**config.mk**
```make
export PLATFORM = sky130hd
export DESIGN_NAME = tga_rle_pixel_decoder_top
export DESIGN_NICKNAME = d
export VERILOG_FILES = /design/src/hw/rtl/trle_pkg.sv /design/src/hw/rtl/tga_rle_pixel_decoder_top.sv /design/src/hw/rtl/trle_cfg_regs.sv /design/src/hw/rtl/trle_decode.sv /design/src/hw/rtl/trle_out_reg.sv
export SDC_FILE = /design/constraint.sdc
export NUM_CORES = 1
export LEC_CHECK = 0
export BUFFER_PORTS_ARGS = -buffer_cell sky130_fd_sc_hd__buf_2
export CORE_MARGIN = 2
export CORE_UTILIZATION = 52
export DETAILED_ROUTE_END_ITERATION = 6
export GPL_TIMING_DRIVEN = 0
export PLACE_DENSITY = 0.7
export SLEW_MARGIN = 20
export SYNTH_ARGS = -nofsm -noshare
export SYNTH_HDL_FRONTEND = slang
export SYNTH_SLANG_ARGS = --single-unit
export TNS_END_PERCENT = 50
```
**constraint.sdc**
```tcl
create_clock -name aclk -period 15.7 [get_ports aclk]
set_clock_uncertainty 0.15 [all_clocks]
set_input_delay 2.355 -clock aclk [delete_from_list [all_inputs] [get_ports aclk]]
set_output_delay 2.355 -clock aclk [all_outputs]
set_load 0.01 [all_outputs]
```
**src/hw/rtl/trle_pkg.sv**
```systemverilog
// Shared types and constants for the TGA run-length pixel decoder.
// No dependencies; used by every module in hw/rtl.
`timescale 1ns / 1ps
`default_nettype none

package trle_pkg;

    localparam int unsigned CFG_IDX_W  = 4;
    localparam int unsigned CFG_DATA_W = 16;

    localparam logic [CFG_IDX_W-1:0] CFG_BYTES_PER_PIXEL = 4'd0;
    localparam logic [CFG_IDX_W-1:0] CFG_RLE_MODE        = 4'd1;
    localparam logic [CFG_IDX_W-1:0] CFG_IMAGE_WIDTH     = 4'd2;
    localparam logic [CFG_IDX_W-1:0] CFG_IMAGE_HEIGHT    = 4'd3;

    localparam logic [2:0] BPP_RESET = 3'd4;
    localparam logic [2:0] BPP_RGB   = 3'd3;

    localparam logic [7:0] RUN_THRESHOLD = 8'd128;
    localparam logic [7:0] RUN_BIAS      = 8'd127;

    typedef struct packed {
        logic [2:0]  bytes_per_pixel;
        logic        rle_mode;
        logic [31:0] total_pixels;
    } cfg_t;

    typedef struct packed {
        logic [7:0]  pixel_red;
        logic [7:0]  pixel_green;
        logic [7:0]  pixel_blue;
        logic [7:0]  pixel_alpha;
        logic [7:0]  repeat_count;
        logic [31:0] start_index;
        logic        image_done;
        logic        overrun;
    } result_t;

endpackage

`default_nettype wire

```
**src/hw/rtl/tga_rle_pixel_decoder_top.sv**
```systemverilog
// Top level of the TGA run-length pixel decoder.
// Depends on trle_pkg, trle_cfg_regs, trle_decode and trle_out_reg.
`timescale 1ns / 1ps
`default_nettype none

// Decodes a true-colour TGA pixel-data byte stream (raw or run-length packets)
// into RGB(A) pixels, each with its repeat count and start position. One byte
// is taken per cycle; a pixel appears on the m_ side in the cycle after its last
// byte and is held until taken. The rate is set by the result register: s_ready
// drops only while a result is held and m_ready is low, and in the cycle after
// each configuration write while the registered width * height product updates.
module tga_rle_pixel_decoder_top (
    input  wire logic                              aclk,
    input  wire logic                              aresetn,
    input  wire logic                              cfg_wr_en,
    input  wire logic [trle_pkg::CFG_IDX_W-1:0]    cfg_wr_index,
    input  wire logic [trle_pkg::CFG_DATA_W-1:0]   cfg_wr_data,
    input  wire logic                              s_valid,
    output logic                                   s_ready,
    input  wire logic [7:0]                        s_data_byte,
    output logic                                   m_valid,
    input  wire logic                              m_ready,
    output logic [7:0]                             m_pixel_red,
    output logic [7:0]                             m_pixel_green,
    output logic [7:0]                             m_pixel_blue,
    output logic [7:0]                             m_pixel_alpha,
    output logic [7:0]                             m_repeat_count,
    output logic [31:0]                            m_start_index,
    output logic                                   m_image_done,
    output logic                                   m_overrun
);

    trle_pkg::cfg_t    cfg;
    trle_pkg::result_t res;
    trle_pkg::result_t m_res;
    logic              cfg_settling;
    logic              can_load;
    logic              res_valid;
    logic              accept;

    trle_cfg_regs u_cfg (
        .aclk         (aclk),
        .aresetn      (aresetn),
        .cfg_wr_en    (cfg_wr_en),
        .cfg_wr_index (cfg_wr_index),
        .cfg_wr_data  (cfg_wr_data),
        .cfg          (cfg),
        .cfg_settling (cfg_settling)
    );

    assign s_ready = can_load && !cfg_settling;
    assign accept  = s_valid && s_ready;

    trle_decode u_decode (
        .aclk      (aclk),
        .aresetn   (aresetn),
        .cfg       (cfg),
        .accept    (accept),
        .data_byte (s_data_byte),
        .res_valid (res_valid),
        .res       (res)
    );

    trle_out_reg u_out (
        .aclk     (aclk),
        .aresetn  (aresetn),
        .load     (accept && res_valid),
        .res      (res),
        .m_ready  (m_ready),
        .m_valid  (m_valid),
        .m_res    (m_res),
        .can_load (can_load)
    );

    assign m_pixel_red    = m_res.pixel_red;
    assign m_pixel_green  = m_res.pixel_green;
    assign m_pixel_blue   = m_res.pixel_blue;
    assign m_pixel_alpha  = m_res.pixel_alpha;
    assign m_repeat_count = m_res.repeat_count;
    assign m_start_index  = m_res.start_index;
    assign m_image_done   = m_res.image_done;
    assign m_overrun      = m_res.overrun;

    a_stall_blocks_input: assert property (@(posedge aclk) disable iff (!aresetn)
        m_valid && !m_ready |-> !s_ready)
        else $error("request taken while result register is stalled");

    a_cfg_settle: assert property (@(posedge aclk) disable iff (!aresetn)
        cfg_wr_en |=> !s_ready)
        else $error("request taken before image size settled");

    a_overrun_ends_image: assert property (@(posedge aclk) disable iff (!aresetn)
        m_valid && m_overrun |-> m_image_done)
        else $error("overrun without image end");

    a_count_nonzero: assert property (@(posedge aclk) disable iff (!aresetn)
        m_valid |-> m_repeat_count != 8'd0)
        else $error("pixel with zero repeat count");

    a_restart_at_zero: assert property (@(posedge aclk) disable iff (!aresetn)
        $past(m_valid && m_ready && m_image_done) && m_valid && !$stable(m_start_index)
        |-> m_start_index == 32'd0)
        else $error("image did not restart at position zero");

endmodule

`default_nettype wire

```
**src/hw/rtl/trle_cfg_regs.sv**
```systemverilog
// Configuration registers and the registered image size (width * height).
// Depends on trle_pkg.
`timescale 1ns / 1ps
`default_nettype none

module trle_cfg_regs (
    input  wire logic                              aclk,
    input  wire logic                              aresetn,
    input  wire logic                              cfg_wr_en,
    input  wire logic [trle_pkg::CFG_IDX_W-1:0]    cfg_wr_index,
    input  wire logic [trle_pkg::CFG_DATA_W-1:0]   cfg_wr_data,
    output trle_pkg::cfg_t                         cfg,
    output logic                                   cfg_settling
);

    logic [2:0]  bpp_reg;
    logic        rle_reg;
    logic [15:0] width_reg;
    logic [15:0] height_reg;
    logic [31:0] total_reg;
    logic        settle_reg;

    always_ff @(posedge aclk) begin
        if (!aresetn) begin
            bpp_reg    <= trle_pkg::BPP_RESET;
            rle_reg    <= 1'b1;
            width_reg  <= 16'd1;
            height_reg <= 16'd1;
            total_reg  <= 32'd1;
            settle_reg <= 1'b0;
        end else begin
            settle_reg <= cfg_wr_en;
            total_reg  <= 32'(width_reg) * 32'(height_reg);
            if (cfg_wr_en) begin
                case (cfg_wr_index)
                    trle_pkg::CFG_BYTES_PER_PIXEL: bpp_reg    <= cfg_wr_data[2:0];
                    trle_pkg::CFG_RLE_MODE:        rle_reg    <= cfg_wr_data[0];
                    trle_pkg::CFG_IMAGE_WIDTH:     width_reg  <= cfg_wr_data;
                    trle_pkg::CFG_IMAGE_HEIGHT:    height_reg <= cfg_wr_data;
                    default: ;
                endcase
            end
        end
    end

    // product is registered and lags a write; hold off requests meanwhile
    assign cfg.bytes_per_pixel = bpp_reg;
    assign cfg.rle_mode        = rle_reg;
    assign cfg.total_pixels    = total_reg;
    assign cfg_settling        = settle_reg;

endmodule

`default_nettype wire

```
**src/hw/rtl/trle_decode.sv**
```systemverilog
// Packet/pixel decode state and the single-pass next-result logic.
// Depends on trle_pkg.
`timescale 1ns / 1ps
`default_nettype none

module trle_decode (
    input  wire logic              aclk,
    input  wire logic              aresetn,
    input  wire trle_pkg::cfg_t    cfg,
    input  wire logic              accept,
    input  wire logic [7:0]        data_byte,
    output logic                   res_valid,
    output trle_pkg::result_t      res
);

    logic [31:0] pos_reg,     pos_next;
    logic        await_reg,   await_next;
    logic [1:0]  phase_reg,   phase_next;
    logic [7:0]  left_reg,    left_next;
    logic        run_reg,     run_next;
    logic [7:0]  len_reg,     len_next;
    logic [23:0] partial_reg, partial_next;

    logic [1:0]  last_phase;
    logic        in_image;
    logic [31:0] remaining;
    logic [7:0]  req;
    logic        req_over;
    logic [7:0]  count;
    logic        fills;
    logic        done;
    logic [7:0]  left_dec;

    always_comb begin
        last_phase = (cfg.bytes_per_pixel == trle_pkg::BPP_RGB) ? 2'd2 : 2'd3;
        in_image   = pos_reg < cfg.total_pixels;
        remaining  = in_image ? (cfg.total_pixels - pos_reg) : 32'd1;
        if (cfg.rle_mode && run_reg)
            req = (len_reg == 8'd0) ? 8'd1 : len_reg;
        else
            req = 8'd1;
        req_over = {24'd0, req} > remaining;
        count    = req_over ? remaining[7:0] : req;
        fills    = {24'd0, count} >= remaining;
        done     = !in_image || fills;
        left_dec = (left_reg > 8'd0) ? (left_reg - 8'd1) : 8'd0;
    end

    always_comb begin
        pos_next     = pos_reg;
        await_next   = await_reg;
        phase_next   = phase_reg;
        left_next    = left_reg;
        run_next     = run_reg;
        len_next     = len_reg;
        partial_next = partial_reg;
        res_valid    = 1'b0;

        res.pixel_blue   = partial_reg[7:0];
        res.pixel_green  = partial_reg[15:8];
        if (last_phase == 2'd2) begin
            res.pixel_red   = data_byte;
            res.pixel_alpha = 8'd0;
        end else begin
            res.pixel_red   = partial_reg[23:16];
            res.pixel_alpha = data_byte;
        end
        res.repeat_count = count;
        res.start_index  = pos_reg;
        res.image_done   = done;
        res.overrun      = req_over ||
                           (cfg.rle_mode && !run_reg && (left_reg > 8'd1) && fills);

        if (cfg.total_pixels != 32'd0) begin
            if (cfg.rle_mode && await_reg) begin
                if (data_byte < trle_pkg::RUN_THRESHOLD) begin
                    run_next  = 1'b0;
                    len_next  = 8'd0;
                    left_next = data_byte + 8'd1;
                end else begin
                    run_next  = 1'b1;
                    len_next  = data_byte - trle_pkg::RUN_BIAS;
                    left_next = 8'd0;
                end
                await_next = 1'b0;
                phase_next = 2'd0;
            end else if (phase_reg < last_phase) begin
                case (phase_reg)
                    2'd0:    partial_next[7:0]   = data_byte;
                    2'd1:    partial_next[15:8]  = data_byte;
                    default: partial_next[23:16] = data_byte;
                endcase
                phase_next = phase_reg + 2'd1;
            end else begin
                res_valid  = 1'b1;
                phase_next = 2'd0;
                if (cfg.rle_mode) begin
                    if (run_reg) begin
                        run_next   = 1'b0;
                        len_next   = 8'd0;
                        await_next = 1'b1;
                    end else begin
                        left_next = left_dec;
                        if (left_dec == 8'd0)
                            await_next = 1'b1;
                    end
                end
                if (done) begin
                    pos_next     = 32'd0;
                    await_next   = 1'b1;
                    left_next    = 8'd0;
                    run_next     = 1'b0;
                    len_next     = 8'd0;
                    partial_next = 24'd0;
                end else begin
                    pos_next = pos_reg + {24'd0, count};
                end
            end
        end
    end

    always_ff @(posedge aclk) begin
        if (!aresetn) begin
            pos_reg     <= 32'd0;
            await_reg   <= 1'b1;
            phase_reg   <= 2'd0;
            left_reg    <= 8'd0;
            run_reg     <= 1'b0;
            len_reg     <= 8'd0;
            partial_reg <= 24'd0;
        end else if (accept) begin
            pos_reg     <= pos_next;
            await_reg   <= await_next;
            phase_reg   <= phase_next;
            left_reg    <= left_next;
            run_reg     <= run_next;
            len_reg     <= len_next;
            partial_reg <= partial_next;
        end
    end

endmodule

`default_nettype wire

```
**src/hw/rtl/trle_out_reg.sv**
```systemverilog
// Result register on the m_ side: holds one decoded pixel until taken.
// Depends on trle_pkg.
`timescale 1ns / 1ps
`default_nettype none

module trle_out_reg (
    input  wire logic              aclk,
    input  wire logic              aresetn,
    input  wire logic              load,
    input  wire trle_pkg::result_t res,
    input  wire logic              m_ready,
    output logic                   m_valid,
    output trle_pkg::result_t      m_res,
    output logic                   can_load
);

    logic              valid_reg;
    trle_pkg::result_t res_reg;

    always_ff @(posedge aclk) begin
        if (!aresetn) begin
            valid_reg <= 1'b0;
        end else if (load) begin
            valid_reg <= 1'b1;
        end else if (m_ready) begin
            valid_reg <= 1'b0;
        end
    end

    always_ff @(posedge aclk) begin
        if (load) begin
            res_reg <= res;
        end
    end

    assign can_load = !valid_reg || m_ready;
    assign m_valid  = valid_reg;
    assign m_res    = res_reg;

endmodule

`default_nettype wire
```
==> results.yml <==
status:
  status: "finished, final reports clean"
setup_path:
  worst_setup_path_end_kind: "register"
  slowest_stage: "o21ai_1"
  worst_setup_path_start_kind: "register"
  critPathArrivalTime_ns: 8.81
  critPathRequiredTime_ns: 15.98
  path_common_cell: "a21oi_1"
  crit_path_max_fanout: 10
  path_class: "reg2reg"
  slowest_delay_ns: 0.63
die:
  fp-row-count: 70
  initial_utilization_pct: 52.9
  die_y_um: 197
  die_w_um: 197
  core_um2: 36600
  io_pins: 109
  die_area_um2: 38800
run:
  maxCapViolations: 0
yosys:
  syn_nets: 2551
  synthCells: 2156
  async_flop_share_pct: 0
  ys_ff_latch: 220
  seq_area_frac_synth_pct: 26.6
  synthFlopType: "dfxtp_1"
  ys_warn_count: 0
  synth_cell_types: 79
  synth_edf_count: 74
  syn_avg_cell_area_um2: 8.98
  synth_area_um2: 19400
global_route:
  antenna_found_initial: 0
  grt_pass1_wl_um: 82400
  grt_usage_pct: 26.9
  grt_max_degree: 57
  overflow: 0
  grt_pass1_vias: 15944
cts:
  cts_max_level: 1
  clkLatencyLatePin_ns: 0.57
  cts.sinks: 220
  clk_path_buf_depth: 3
  post_cts.repair.setup_buffers: 0
  cts_resized: 0
  cts_hold_buffers: 0
  numCtsBuffers: 25
  clk_transition_reported_paths_ns: 0.06
  cts-root-buf: "clkbuf_16"
  cts_tree: "done"
drt:
  via_per_inst: 5.64
  routed_wl_um: 51100
  drt-pass1-iter-count: 6
  drtAntennaViolNets: 0
  post_drt_wl_per_cell_um: 18.4
  via_count: 15661
  drc: 0
  drt-initial-drc-count: 1034
pwr:
  p_leak_nw: 10.1
  ir_drop_uv: 79.7
  cellPowerDensity_nw_per_um2: 65.4
  power_mw: 1.40
finish:
  largest_reg_flops: 74
  final_cell_mix: "nand2_1 (320), inv_1 (285), fa_1 (196)"
  multi_input_area_um2: 12800
  syn2layout_area_growth_pct: 10.3
  num-fill-cells: 3282
  fin_nets: 2683
  drive_gt1_share_pct: 8.45
  seqCellArea_um2: 5140
  mostFrequentLayoutCell: "nand2_1"
sta:
  tns_ns: 0
  fin_crit_sh_pct: 54.4
  worstMarginPinSlew_ns: 1.06
  hold_viol: 0
  max_freq_mhz: 117
  slew_viol_final: 0
  final.min_clock_period_ns: 8.53
  setup_viol: 0
  slew_headroom_pct: 29.3
  rsz0062_at_grt: "false"
placement:
  port_buffers: 104
  gp_congestion: 0.945
  hpwl_um: 40600
min_path:
  hp-class: "reg2reg"
==> cells in the mapped netlist (12+ instances only) <==
master    number  area [um2]
nand2_1      320        1200
inv_1        285        1070
fa_1         196        3920
ha_1         166        2080
dfxtp_1      146        2920
nor2_1       135         507
and2_1       111         694
a21oi_1       95         475
clkbuf_1      91         342
edfxtp_1      74        2220
o21ai_0       61         305
xnor2_1       54         473
nand3_1       38         190
mux2i_1       32         320
nor3_1        27         135
a21o_1        26         195
xor2_1        25         219
nand4_1       23         144
nor4_1        15        93.8
o211ai_1      13        97.6
o21a_1        13        97.6
a31oi_1       12        75.1
==> report_power, final <==
group          leakage, nW  switching, mW  total (mW)  internal (mW)
registers             1.85         0.0116       0.610          0.598
clock network        0.412          0.256       0.593          0.337
logic                 7.81          0.123       0.193         0.0702
total                 10.1          0.391        1.40           1.01
==> final timing paths <==
check	from	endpoint	slack (ns)	cells after the start
worst max-delay path	u_decode.pos_reg[12]	u_decode.pos_reg[23]	7.17	34
worst min-delay path	u_decode.pos_reg[11]	u_out.m_res[13]	0.28	0
worst max register to register	u_decode.pos_reg[12]	u_decode.pos_reg[23]	7.17	34
worst min register to register	u_decode.pos_reg[11]	u_out.m_res[13]	0.28	0
==> critical path: cells and delay by family (launching register included) <==
family / cells / cell delay [ns]
muxes: 1 / 0.37
DFF: 1 / 0.36
buffers and inverters: 5 / 1.40
and+or+nand+nor: 10 / 1.85
AOI/OAI and AO/OA: 15 / 3.41
adders and majority gates: 3 / 0.83
==> layout make-up <==
type,count,share of cell area (%)
clock buffer,31,3.27
multi-input combinational,1549,59.8
timing repair buffer,105,2.57
tap,468,2.74
inverter,286,5.03
sequential,220,24.1
antenna,1,0.0117
clock inverter,15,0.674
buffer,101,1.86
==> through the flow <==
stage	cells	hold slack (ns)	utilization [%]	area, um2	setup slack (ns)
5_1_grt	2775	0.292	58.3	21400	6.52
4_1_cts	2775	0.282	58.3	21400	7.35
6_report	2776	0.279	58.3	21400	7.17
3_3_place_gp	2728	0.265	55.9	20500	7.55
3_5_place_dp	2729	0.267	56.0	20500	7.39
2_1_floorplan	2156	0.258	-	19400	8.99
==> logic make-up (layout without fill, tap and decap cells) <==
family | after synthesis | count (layout) | synth area share, %
fa+ha+maj | 362 | 362 | 31.0
flops | 220 | 220 | 26.6
simple gates | 739 | 739 | 17.9
xor+xnor | 79 | 79 | 3.57
other cells | 0 | 1 | 0
mux | 42 | 42 | 2.27
compound gates | 327 | 327 | 11.1
buf+inv | 387 | 538 | 7.58
==> layer usage <==
metal  track usage, %  wire length (um)  vias to the layer above
met3             4.64              3170                      130
li1                 -                 -                     7396
met1             33.5             21300                     7601
met4             12.1              2460                        0
met5                0                 0                        -
met2             46.0             24200                      534
(Power assumes the default switching activity.)
